**config.mk**
```make
export PLATFORM = sky130hd
export DESIGN_NAME = hrs_queue
export DESIGN_NICKNAME = d
export VERILOG_FILES = /design/src/hw/rtl/hrs_queue.sv
export SDC_FILE = /design/constraint.sdc
export NUM_CORES = 1
export LEC_CHECK = 0
export ABC_CLOCK_PERIOD_IN_PS = 2800
export BUFFER_PORTS_ARGS = -buffer_cell sky130_fd_sc_hd__buf_4
export CAP_MARGIN = 5
export CORE_AREA = 2 2 137 139
export CTS_BUF_LIST = sky130_fd_sc_hd__clkbuf_4 sky130_fd_sc_hd__clkbuf_8
export DETAILED_ROUTE_END_ITERATION = 6
export DIE_AREA = 0 0 139 141
export HOLD_SLACK_MARGIN = 0.03
export PLACE_DENSITY_LB_ADDON = 0.3
export SYNTH_ARGS = -nofsm -noshare
export SYNTH_HDL_FRONTEND = slang
export SYNTH_SLANG_ARGS = --single-unit
```
**constraint.sdc**
```tcl
create_clock -name clk_i -period 2.8 [get_ports clk_i]
set_input_delay 0.14 -clock clk_i [delete_from_list [all_inputs] [get_ports clk_i]]
set_output_delay 0.14 -clock clk_i [all_outputs]
set_load 0.02 [all_outputs]
```
**src/hw/rtl/hrs_queue.sv**
```systemverilog
// Short register queue between the front end and the shading back end.
module hrs_queue #(
  parameter int WIDTH = 40,
  parameter int DEPTH = 4,
  localparam int PW = $clog2(DEPTH),
  localparam int CW = $clog2(DEPTH + 1)
) (
  input  logic             clk_i,
  input  logic             rst_ni,
  input  logic             push_valid_i,
  output logic             push_ready_o,
  input  logic [WIDTH-1:0] push_data_i,
  output logic             pop_valid_o,
  input  logic             pop_ready_i,
  output logic [WIDTH-1:0] pop_data_o
);
  logic [WIDTH-1:0] slot_q [DEPTH];
  logic [PW-1:0]    wr_q, rd_q;
  logic [CW-1:0]    count_q;
  logic             push, pop;

  assign push_ready_o = (count_q != CW'(DEPTH));
  assign pop_valid_o  = (count_q != '0);
  assign pop_data_o   = slot_q[rd_q];
  assign push         = push_valid_i && push_ready_o;
  assign pop          = pop_valid_o && pop_ready_i;

  always_ff @(posedge clk_i) begin
    if (push) begin
      slot_q[wr_q] <= push_data_i;
    end
  end

  always_ff @(posedge clk_i or negedge rst_ni) begin
    if (!rst_ni) begin
      wr_q    <= '0;
      rd_q    <= '0;
      count_q <= '0;
    end else begin
      if (push) begin
        wr_q <= (wr_q == PW'(DEPTH - 1)) ? '0 : wr_q + 1'b1;
      end
      if (pop) begin
        rd_q <= (rd_q == PW'(DEPTH - 1)) ? '0 : rd_q + 1'b1;
      end
      count_q <= count_q + CW'(push) - CW'(pop);
    end
  end

  a_count_bound: assert property (@(posedge clk_i) disable iff (!rst_ni)
    count_q <= CW'(DEPTH))
    else $error("queue fill count exceeds depth");
endmodule

```
==> results.cfg <==
[detailed_routing]
wl_met1_mm = 4.670
dr.pass1.iters = 4
wl_met2_mm = 6.161
routed.top_layer = met4
wl_met3_um = 543
vias = 2974
wl_per_cell_um = 18.08
drtAntennaViolNets = 0
initialDrtViolationCount = 139
routed_wl_mm = 11.53
drt-vias-per-instance = 4.661
drc = 0

[die]
die_h_um = 141
start_util_pct = 33.99
rows = 50
dieArea_um2 = 19600
ioPinCount = 86
die_w_um = 139
core_area_um2 = 18270

[final_layout]
final_cell_mix = edfxtp_1 (160), buf_4 (91), dlygate4sd3_1 (42), mux4_2 (40), clkbuf_8 (17)
final_area_um2 = 7948
layout_commonest_cell = edfxtp_1
area_delta_synth_final_pct = 28.01
diodes = 0
finalNonFillerCells = 638
post-route-util_pct = 43.51
drive_gt1_share_pct = 43.81
nNetsFinal = 443

[clock_network]
h-tree-depth = 4
root_buffer = clkbuf_8
clockBufferDepth = 2
cts_buffers = 17
cts_resized = 0
worstSkewPairLatency_ns = 0.44
clkTransAtPathRegs_ns = 0.09
clkSinkCount = 167
cts_tree = yes

[placed_design]
dpl_cell_area_um2 = 7154
globalplace.congestion = 0.6983
io_buffers = 85
place_hpwl_mm = 6.781
dpl.cell_count = 564
dpl_worst_slack_ns = 0.4339

[run_status]
outcome = complete, no violations

[synthesis]
synthTopCellsByArea = edfxtp_1 (77%), mux4_2 (15%), dfrtp_1 (2.8%)
yosys.area_share.adder_pct = 1.733
synth_compound_area_share_pct = 0
synth_top_family_by_area = multiplexers
synth_seq_area_share_pct = 80.21
synthMuxAreaShare_pct = 15.36
synth_cell_type_count = 19
synth.cell_area_um2 = 6208
syn_inst = 248
yosysWarnings = 0
netlist.area_leader.share_pct = 77.39
yosys.area.top_type = edfxtp_1
yosys.area_share.simple_pct = 1.108
synth_seq_cells = 167
syn-num-nets = 300
yosys.area_share.xor_xnor_pct = 0.2821
avgSynthCellArea_um2 = 25.03

[sta]
relSlewSlack_pct = 59.18
setup_viol = 0
rsz0062_at_grt = no
skew_ns = 0.009866
max_slew.worst_pin.slew_ns = 0.6123
timing_hold_violations_final = 0
fin_crit_ns = 2.370
worst_slack_ns = 0.4302
slew_violations = 0
final.setup.tns_ns = 0
max_freq_mhz = 422.0
fin_crit_sh_pct = 84.64

[setup_path]
crit_type = reg2out
crit_path_top_delay_cell = dfrtp_4
path_max_fanout = 23
worstSetupStartpointType = flip-flop
critical_path_required_ns = 2.66
critPathBufInv = 2
cp_top_family = flip-flops
end_kind = output pin
timing.critical_path.slowest_cell_delay_ns = 0.71
path_cells = buf_12 -> mux4_2 -> buf_4
critPathArrivalTime_ns = 2.23
rrSetupSlack_ns = 0.43

[power_and_ir_drop]
p_per_area_nw_per_um2 = 1008
leakage_nw = 2.764
ir_drop_mv = 0.6541

[grt]
antenna_found_initial = 0
grt_pass1_vias = 3193
grt_pass1_wl_mm = 17.80
overflow = 0
grt_usage_pct = 12.41
grt_max_degree = 24

[job]
maxCapViolations = 0

[hold_path]
min_path_type = in2reg
[worst reg2reg max path, delay by kind of cell, from the launching register on]
kind | cells | cell delay (ns)
DFF | 1 | 0.44
buffers and inverters | 3 | 0.16
adders and majority gates | 3 | 0.75
and+or+nand+nor | 2 | 0.62
xor gates and xnor gates | 2 | 0.33
[layout make-up]
type | count | area, µm²
inverter | 7 | 26.28
multi-input combinational | 64 | 1147
timing repair buffer | 134 | 1124
clock inverter | 15 | 138.9
fill | 1616 | 10320
clock buffer | 17 | 234.0
sequential | 167 | 4985
tap | 234 | 292.8
[where the power goes]
part,total (mW),switching (mW),internal [mW]
Sequential,3.56,0.250,3.31
Clock,1.60,0.950,0.652
Combinational,2.85,1.48,1.36
[cells in the mapped netlist, drive strengths merged]
cell and instances:
nand2 1, ha 7, mux2 4, nor2 2
mux4 40, dfrtp 7, clkbuf 1, and3 4
or3 1, xnor2 2, edfxtp 160, and2 1
inv 7, or3b 1, buf 9, fa 1
[registers in the layout, summed over array words and instances (netlist names)]
signal	cells
count_q	3
rd_q	2
slot_q	160
wr_q	2
[logic make-up after synthesis]
group / after synthesis
adders and majority gates: 8
xor gates and xnor gates: 2
and+or+nand+nor: 10
buffers and inverters: 17
DFF: 167
muxes: 44
[path summary, 6_finish.rpt]
check / startpoint / endpoint / cells past startpoint
worst max-delay path: rd_q[0] / pop_data_o[31] / 3
worst min-delay path: pop_ready_i / rd_q[1] / 3
worst max register to register: count_q[1] / count_q[2] / 10
worst min register to register: count_q[2] / count_q[2] / 1
max in group asynchronous: rst_ni / rd_q[0] / 3
min in group asynchronous: rst_ni / wr_q[0] / 3
[routing by layer]
metal  track usage (%)  up-vias
met2             21.65       69
met1             14.20     1564
li1                  -     1330
met4             4.306        0
met5                 0        -
met3             4.518       11
[through the flow]
step	hold WS [ns]	total power, mW
after global placement	-0.03904	6.458
final	0.1025	8.009
after detailed placement	-0.03745	6.513
after global routing	0.07075	8.437
after floorplan	-0.1556	5.347
after CTS	0.05826	8.166
[what timing repair did]
action                     4_1_cts  5_1_grt
hold endpoints to repair       167        0
setup endpoints to repair        0        0
hold buffers                    42        0
setup buffers                    0        0
Power figures use the tool's default switching activity.
