<file path="src/hw/rtl/hrs_pkg.sv">
// Shared types, register indexes and shading constants for the relief shader.
package hrs_pkg;

  localparam int HrsMaxWidth   = 512;
  localparam int HrsHeightBits = 9;
  localparam int HrsQueueDepth = 4;
  localparam int PixColW       = 9;
  localparam int PixRowW       = 12;
  localparam int CfgIdxW       = 3;
  localparam int CfgDataW      = 13;
  localparam int MaxRows       = 4096;

  localparam int QSunXz     = 2253;
  localparam int QSunY      = 2540;
  localparam int QAmb       = 1843;
  localparam int QGain      = 3072;
  localparam int QReliefLo  = 1024;
  localparam int QReliefHi  = 5530;
  localparam int QWaterBase = 3072;
  localparam int QLandBase  = 2662;
  localparam int QTGain     = 1434;
  localparam int TSpan      = 60;
  localparam int TRecip     = 34953;
  localparam int TRecipSh   = 9;

  typedef enum logic [CfgIdxW-1:0] {
    CFG_FRAME_WIDTH = 3'd0,
    CFG_FRAME_ROWS  = 3'd1,
    CFG_SEA_LEVEL   = 3'd2,
    CFG_SAND_BAND   = 3'd3,
    CFG_STONE_BAND  = 3'd4,
    CFG_SNOW_BAND   = 3'd5
  } cfg_idx_e;

  typedef struct packed {
    logic [9:0]  frame_width;
    logic [12:0] frame_rows;
    logic [8:0]  sea_level;
    logic [8:0]  sand_band;
    logic [8:0]  stone_band;
    logic [8:0]  snow_band;
  } cfg_t;

  typedef struct packed {
    logic [7:0] r;
    logic [7:0] g;
    logic [7:0] b;
  } rgb_t;

  localparam rgb_t ColWater = '{r: 8'd40,  g: 8'd90,  b: 8'd160};
  localparam rgb_t ColSand  = '{r: 8'd210, g: 8'd195, b: 8'd140};
  localparam rgb_t ColSnow  = '{r: 8'd240, g: 8'd244, b: 8'd250};
  localparam rgb_t ColStone = '{r: 8'd120, g: 8'd118, b: 8'd115};
  localparam rgb_t ColGrass = '{r: 8'd70,  g: 8'd135, b: 8'd60};

endpackage

</file>
<file path="src/hw/rtl/hrs_if.sv">


interface hrs_out_if;
  logic        valid;
  logic        ready;
  logic [7:0]  red;
  logic [7:0]  green;
  logic [7:0]  blue;
  logic [8:0]  pixel_column;
  logic [11:0] pixel_row;
  logic        run_last;
  modport source (output valid, output red, output green, output blue, output pixel_column,
                  output pixel_row, output run_last, input ready);
  modport sink (input valid, input red, input green, input blue, input pixel_column,
                input pixel_row, input run_last, output ready);
endinterface

</file>
<file path="src/hw/rtl/hrs_back.sv">
// Back end: hillshade, color band and channel scaling for one pixel at a time.
module hrs_back #(
  parameter int HEIGHT_BITS = 9,
  localparam int JobW = 3 * HEIGHT_BITS + 9 + 12 + 1
) (
  input  logic            clk_i,
  input  logic            rst_ni,
  input  hrs_pkg::cfg_t   cfg_i,
  input  logic            job_valid_i,
  output logic            job_ready_o,
  input  logic [JobW-1:0] job_i,
  hrs_out_if.source       out_if
);
  import hrs_pkg::*;

  localparam int DW = HEIGHT_BITS + 1;
  localparam int SW = 2 * HEIGHT_BITS + 2;
  localparam int PW = SW + 34;
  localparam int NW = HEIGHT_BITS + 15;
  localparam int LW = HEIGHT_BITS + 18;

  typedef struct packed {
    logic [HEIGHT_BITS-1:0] h;
    logic [HEIGHT_BITS-1:0] e;
    logic [HEIGHT_BITS-1:0] s;
    logic [PixColW-1:0]     col;
    logic [PixRowW-1:0]     row;
    logic                   last;
  } job_t;

  typedef enum logic [6:0] {
    B_IDLE  = 7'b0000001,
    B_TL    = 7'b0000010,
    B_ROOT  = 7'b0000100,
    B_LAM   = 7'b0001000,
    B_REL   = 7'b0010000,
    B_LIFT  = 7'b0100000,
    B_COLOR = 7'b1000000
  } bstate_e;

  bstate_e             state_q;
  job_t                job_in, job_q;
  logic signed [DW-1:0] dx_q, dz_q;
  logic signed [DW:0]  dsum;
  logic signed [2*DW-1:0] sqx, sqz;
  logic [SW-1:0]       s_d;
  logic [PW-1:0]       p_q, a_q, b_q, trial;
  logic [15:0]         bit_q, rs_q;
  logic signed [NW-1:0] num_q;
  logic signed [NW+16:0] prod;
  logic signed [LW-1:0] lam_q, rsum;
  logic signed [LW+13:0] m2;
  logic [12:0]         rel_q, t_q;
  logic [10:0]         tl_q;
  logic [13:0]         lift_q;
  logic [25:0]         lmul;
  logic [5:0]          hm;
  logic [21:0]         tmul;
  logic [16:0]         hx, sand_top;
  logic                water_q, water_d, go, out_valid_q;
  rgb_t                base_q, base_d;
  logic [21:0]         cr, cg, cb;

  assign job_in = job_i;
  assign job_ready_o = (state_q == B_IDLE);

  assign hx       = 17'(job_in.h);
  assign sand_top = 17'(cfg_i.sea_level) + 17'(cfg_i.sand_band);
  always_comb begin
    water_d = 1'b0;
    if (hx <= 17'(cfg_i.sea_level)) begin
      base_d  = ColWater;
      water_d = 1'b1;
    end else if (hx <= sand_top) begin
      base_d = ColSand;
    end else if (hx >= 17'(cfg_i.snow_band)) begin
      base_d = ColSnow;
    end else if (hx >= 17'(cfg_i.stone_band)) begin
      base_d = ColStone;
    end else begin
      base_d = ColGrass;
    end
  end

  assign hm   = (hx > 17'(TSpan)) ? 6'(TSpan) : 6'(job_in.h);
  assign tmul = 22'(hm) * 22'(TRecip);

  assign sqx  = dx_q * dx_q;
  assign sqz  = dz_q * dz_q;
  assign s_d  = SW'($unsigned(sqx)) + SW'($unsigned(sqz)) + SW'(1);
  assign dsum = DW'(dx_q) + DW'(dz_q) + (DW + 1)'(0);

  assign trial = p_q + a_q + b_q;
  assign prod  = (NW + 17)'(num_q) * $signed({1'b0, rs_q});
  assign m2    = (LW + 14)'(lam_q) * (LW + 14)'(QGain);
  assign rsum  = LW'(m2 >>> 12) + LW'(QAmb);
  assign lmul  = 26'(13'(QLandBase) + 13'(tl_q)) * 26'(rel_q);

  assign go = !out_valid_q || out_if.ready;
  assign cr = 22'(base_q.r) * 22'(lift_q);
  assign cg = 22'(base_q.g) * 22'(lift_q);
  assign cb = 22'(base_q.b) * 22'(lift_q);

  always_ff @(posedge clk_i) begin
    case (state_q)
      B_IDLE: if (job_valid_i) begin
        job_q   <= job_in;
        dx_q    <= $signed({1'b0, job_in.e}) - $signed({1'b0, job_in.h});
        dz_q    <= $signed({1'b0, job_in.s}) - $signed({1'b0, job_in.h});
        t_q     <= 13'(tmul >> TRecipSh);
        water_q <= water_d;
        base_q  <= base_d;
      end
      B_TL: begin
        tl_q  <= 11'((24'(t_q) * 24'(QTGain)) >> 12);
        num_q <= NW'(dsum) * NW'(QSunXz) + NW'(QSunY);
        p_q   <= '0;
        a_q   <= '0;
        b_q   <= PW'(s_d) << 30;
        bit_q <= 16'h8000;
        rs_q  <= '0;
      end
      B_ROOT: begin
        if (trial <= (PW'(1) << 30)) begin
          p_q  <= trial;
          a_q  <= (a_q >> 1) + b_q;
          rs_q <= rs_q | bit_q;
        end else begin
          a_q <= a_q >> 1;
        end
        b_q   <= b_q >> 2;
        bit_q <= bit_q >> 1;
      end
      B_LAM: lam_q <= LW'(prod >>> 15);
      B_REL: begin
        if (rsum < LW'(QReliefLo)) begin
          rel_q <= 13'(QReliefLo);
        end else if (rsum > LW'(QReliefHi)) begin
          rel_q <= 13'(QReliefHi);
        end else begin
          rel_q <= 13'(rsum);
        end
      end
      B_LIFT: lift_q <= water_q ? 14'(QWaterBase) + 14'(tl_q) : 14'(lmul >> 12);
      default: ;
    endcase
  end

  always_ff @(posedge clk_i) begin
    if (state_q == B_COLOR && go) begin
      out_if.red          <= (cr[21:12] > 10'd255) ? 8'd255 : cr[19:12];
      out_if.green        <= (cg[21:12] > 10'd255) ? 8'd255 : cg[19:12];
      out_if.blue         <= (cb[21:12] > 10'd255) ? 8'd255 : cb[19:12];
      out_if.pixel_column <= job_q.col;
      out_if.pixel_row    <= job_q.row;
      out_if.run_last     <= job_q.last;
    end
  end

  assign out_if.valid = out_valid_q;

  always_ff @(posedge clk_i or negedge rst_ni) begin
    if (!rst_ni) begin
      state_q     <= B_IDLE;
      out_valid_q <= 1'b0;
    end else begin
      if (out_valid_q && out_if.ready) begin
        out_valid_q <= 1'b0;
      end
      case (state_q)
        B_IDLE:  if (job_valid_i) state_q <= B_TL;
        B_TL:    state_q <= water_q ? B_LIFT : B_ROOT;
        B_ROOT:  if (bit_q[0]) state_q <= B_LAM;
        B_LAM:   state_q <= B_REL;
        B_REL:   state_q <= B_LIFT;
        B_LIFT:  state_q <= B_COLOR;
        B_COLOR: if (go) begin
          state_q     <= B_IDLE;
          out_valid_q <= 1'b1;
        end
        default: state_q <= B_IDLE;
      endcase
    end
  end

  a_root_ends: assert property (@(posedge clk_i) disable iff (!rst_ni)
    state_q == B_ROOT && bit_q[0] |=> state_q == B_LAM)
    else $error("root iteration did not finish after last bit");
  a_rel_range: assert property (@(posedge clk_i) disable iff (!rst_ni)
    state_q == B_LIFT && !water_q |-> rel_q >= 13'(QReliefLo) && rel_q <= 13'(QReliefHi))
    else $error("relief outside clamp range");
  a_water_skip: assert property (@(posedge clk_i) disable iff (!rst_ni)
    state_q == B_REL |-> !water_q)
    else $error("water pixel entered relief path");
endmodule

</file>
<file path="src/flat_wrapper.sv">
// flat-port wrapper written by rule: the top's interface ports become plain ports
module hrs_back_flat import hrs_pkg::*;
#(
  parameter int HEIGHT_BITS = 9,
  localparam int JobW = 3 * HEIGHT_BITS + 9 + 12 + 1
)
  (clk_i, rst_ni, cfg_i, job_valid_i, job_ready_o, job_i, out_if_valid, out_if_red, out_if_green, out_if_blue, out_if_pixel_column, out_if_pixel_row, out_if_run_last, out_if_ready);
  hrs_out_if out_if_i ();
  input  logic clk_i;
  input  logic rst_ni;
  input  hrs_pkg::cfg_t cfg_i;
  input  logic job_valid_i;
  output logic job_ready_o;
  input  logic [JobW-1:0] job_i;
  output wire logic [$bits(out_if_i.valid)-1:0] out_if_valid;
  output wire logic [$bits(out_if_i.red)-1:0] out_if_red;
  output wire logic [$bits(out_if_i.green)-1:0] out_if_green;
  output wire logic [$bits(out_if_i.blue)-1:0] out_if_blue;
  output wire logic [$bits(out_if_i.pixel_column)-1:0] out_if_pixel_column;
  output wire logic [$bits(out_if_i.pixel_row)-1:0] out_if_pixel_row;
  output wire logic [$bits(out_if_i.run_last)-1:0] out_if_run_last;
  input wire logic [$bits(out_if_i.ready)-1:0] out_if_ready;
  assign out_if_valid = out_if_i.valid;
  assign out_if_red = out_if_i.red;
  assign out_if_green = out_if_i.green;
  assign out_if_blue = out_if_i.blue;
  assign out_if_pixel_column = out_if_i.pixel_column;
  assign out_if_pixel_row = out_if_i.pixel_row;
  assign out_if_run_last = out_if_i.run_last;
  assign out_if_i.ready = out_if_ready;
  hrs_back #(.HEIGHT_BITS(HEIGHT_BITS)) u_core (.clk_i(clk_i), .rst_ni(rst_ni), .cfg_i(cfg_i), .job_valid_i(job_valid_i), .job_ready_o(job_ready_o), .job_i(job_i), .out_if(out_if_i));
endmodule
</file>
<file path="config.mk">
export PLATFORM = sky130hd
export DESIGN_NAME = hrs_back_flat
export DESIGN_NICKNAME = d
export VERILOG_FILES = /design/src/hw/rtl/hrs_pkg.sv /design/src/hw/rtl/hrs_if.sv /design/src/hw/rtl/hrs_back.sv /design/src/flat_wrapper.sv
export SDC_FILE = /design/constraint.sdc
export NUM_CORES = 2
export LEC_CHECK = 0
export BUFFER_PORTS_ARGS = -buffer_cell sky130_fd_sc_hd__buf_2
export CAP_MARGIN = 15
export CORE_MARGIN = 2
export CORE_UTILIZATION = 66
export CTS_CLUSTER_SIZE = 24
export DETAILED_ROUTE_END_ITERATION = 6
export MAX_ROUTING_LAYER = met4
export PLACE_DENSITY = 0.83
export SLEW_MARGIN = 0
export SYNTH_ARGS = -nofsm -noshare
export SYNTH_HDL_FRONTEND = slang
export SYNTH_SLANG_ARGS = --single-unit
</file>
<file path="constraint.sdc">
create_clock -name clk_i -period 11.72 [get_ports clk_i]
set_clock_uncertainty 0.1 [all_clocks]
set_input_delay 2.93 -clock clk_i [delete_from_list [all_inputs] [get_ports clk_i]]
set_output_delay 2.93 -clock clk_i [all_outputs]
set_load 0.01 [all_outputs]
</file>
==> flow_summary.json <==
{
  "die-area_um2": 102300,
  "place_area_um2": 67470,
  "cp.required_ps": 11990,
  "wirelength_mm": 149.3,
  "rows": 115,
  "gp_congestion": 0.9455,
  "synthCells": 6865,
  "cp_max_fo": 13,
  "synth_area_leaders": "fa_1 (31%), edfxtp_1 (18%), ha_1 (14%)",
  "via_per_inst": 5.841,
  "fin_util_pct": 70.28,
  "timing.fmax_mhz": 118.6,
  "first_iter_violations": 3333,
  "fin_crit_sh_pct": 71.97,
  "area_growth_pct": 5.255,
  "synth_most_common_cell": "inv_1",
  "ctsHoldBuffers": 0,
  "worst_setup_path_start_kind": "flop",
  "grt_overflow_total": 0,
  "cts_tree": "done",
  "clk_latency_ps": 680,
  "grt_max_degree": 89,
  "htree_num_levels": 2,
  "dr.pass1.iters": 6,
  "rsz0062_at_grt": "false",
  "cts_resized": 0,
  "yosys_warnings": 0,
  "fin_crit_ps": 8435,
  "port_buffers": 136,
  "synth_commonest_cells": "inv_1 (1,401), fa_1 (1,014), ha_1 (758)",
  "dp_hpwl_mm": 118.9,
  "coreArea_um2": 98560,
  "drc_errors": 0,
  "ys_types": 97,
  "nFillCells": 7080,
  "vias": 47884,
  "cts_max_path_buffers": 3,
  "final_antenna_net_count": 0,
  "cts_sinks": 402,
  "syn-num-nets": 8749,
  "synthFlopType": "edfxtp_1",
  "finalSetupViolations": 0,
  "wire_per_inst_um": 18.21,
  "grt_usage_pct": 31.25,
  "root_buffer": "clkbuf_16",
  "drive_above_1_share_pct": 4.361,
  "hold_path.class": "reg -> reg",
  "tightest_slew_ps": 1322,
  "dieHeight_um": 319.8,
  "drv_cap": 0,
  "hold_viol": 0,
  "syn-cell-area_um2": 65810,
  "grt_pass1_vias": 51420,
  "crit_arrival_ps": 8710,
  "syn_avg_cell_area_um2": 9.586,
  "max_stage_delay_ps": 650,
  "yosysSeqAreaShare_pct": 18.28,
  "yosys.area.top_type_share_pct": 30.85,
  "critical_path_class": "reg -> reg",
  "cp_common_cell": "fa_1",
  "grt_pass1_wl_mm": 251.0,
  "setup_tns_ps": 0,
  "outcome": "complete, no violations",
  "cp_slowest_cell": "edfxtp_1",
  "slew_violations": 0,
  "antenna_found_initial": 6,
  "cts_inserted_buffers": 50,
  "num-nets-final": 8745,
  "io_pins": 160,
  "clk_pin_slew_worst_paths_ps": 60,
  "async_reset_ff_share_pct": 1.990,
  "yosys.area.top_type": "fa_1",
  "fin_area_um2": 69270,
  "ys_ff_latch": 402,
  "cts_setup_buffers": 0,
  "start_util_pct": 66.77,
  "end_kind": "flop",
  "maxSlewHeadroom_pct": 11.87,
  "synth_edf_count": 394,
  "die_x_um": 319.8
}
## cells in the final DEF, fill, tap and decap left out, types with 35 or more instances in the layout
cell	count
o31ai_1	51
o21ai_0	155
and2_1	485
nand3_1	103
nor2_1	300
nor3_1	81
nand2b_1	64
clkbuf_16	50
inv_1	1401
a21o_1	96
xor2_1	92
edfxtp_1	394
nand4_1	38
buf_2	136
nor2b_1	73
xnor2_1	175
ha_1	758
o21bai_1	43
o21a_1	57
nand2_1	619
a21oi_1	243
fa_1	1014
or3_1	35
## flip-flops by register name (all words and copies together) (netlist names), 10 cells and up
name and cells:
u_core.lam_q 26, u_core.base_q 16, u_core.bit_q 16, u_core.p_q 54, u_core.b_q 50, u_core.out_if.pixel_row 12
u_core.num_q 24, u_core.a_q 54, u_core.job_q 22, u_core.t_q 11, u_core.rel_q 13, u_core.tl_q 11
u_core.dz_q 10, u_core.dx_q 10, u_core.lift_q 14, u_core.rs_q 16
## final timing paths
check / startpoint / end / slack, ps / depth (start not counted)
worst max-delay path: u_core.tl_q[1] / u_core.lift_q[13] / 3280 / 30
worst min-delay path: u_core.job_q[8] / u_core.out_if.pixel_row[7] / 320 / 0
worst max register to register: u_core.tl_q[1] / u_core.lift_q[13] / 3280 / 30
worst min register to register: u_core.job_q[8] / u_core.out_if.pixel_row[7] / 320 / 0
max in group asynchronous: rst_ni / u_core.state_q[0] / 9200 / 1
min in group asynchronous: rst_ni / u_core.state_q[3] / 2020 / 1
## final cells by class
cell class	count	area, um^2	share of cell area, %
diodes	9	22.52	0.03251
clock buffers	56	1274	1.839
multi-input cells	4847	47730	68.90
flip-flops and latches	402	12030	17.37
inverters	1404	5273	7.612
repair buffers	156	830.8	1.199
well taps	1287	1610	2.325
clock inverters	37	498.0	0.7189
## critical path: cells and delay by family (launching register included)
family | cells | cell delay (ps)
AOI/OAI and AO/OA | 8 | 2050
xor gates and xnor gates | 2 | 230
DFF | 1 | 650
buffers and inverters | 6 | 840
adders and majority gates | 7 | 3200
and+or+nand+nor | 7 | 1110
## kinds of logic after synthesis
| logic type | count (synthesis) | share of synthesized area, % |
|---|---|---|
| and+or+nand+nor | 1923 | 14.63 |
| DFF | 402 | 18.28 |
| muxes | 24 | 0.3974 |
| buffers and inverters | 1616 | 9.280 |
| xor gates and xnor gates | 267 | 3.553 |
| adders and majority gates | 1773 | 45.27 |
| AOI/OAI and AO/OA | 860 | 8.582 |
## metal layers
metal	vias to the layer above	global-route usage, %	share of wire, %
met5	-	-	0
met4	0	11.70	3.9
met3	418	4.635	6.9
met2	1708	51.78	49
met1	23773	39.08	40
li1	21985	-	-
## stage by stage
| step | worst slack [ps] | hold slack, ps | instances |
|---|---|---|---|
| after global routing | 2958 | 323.1 | 8198 |
| after floorplan | 1506 | 300.3 | 6865 |
| after CTS | 3482 | 318.4 | 8189 |
| after detailed placement | 3488 | 304.5 | 8096 |
| after global placement | 3611 | 300.6 | 8096 |
| final | 3285 | 316.2 | 8198 |
Power is left out: the tool's default activity adds up to more than one toggle a clock period on the data nets, which glitch-free logic cannot reach.
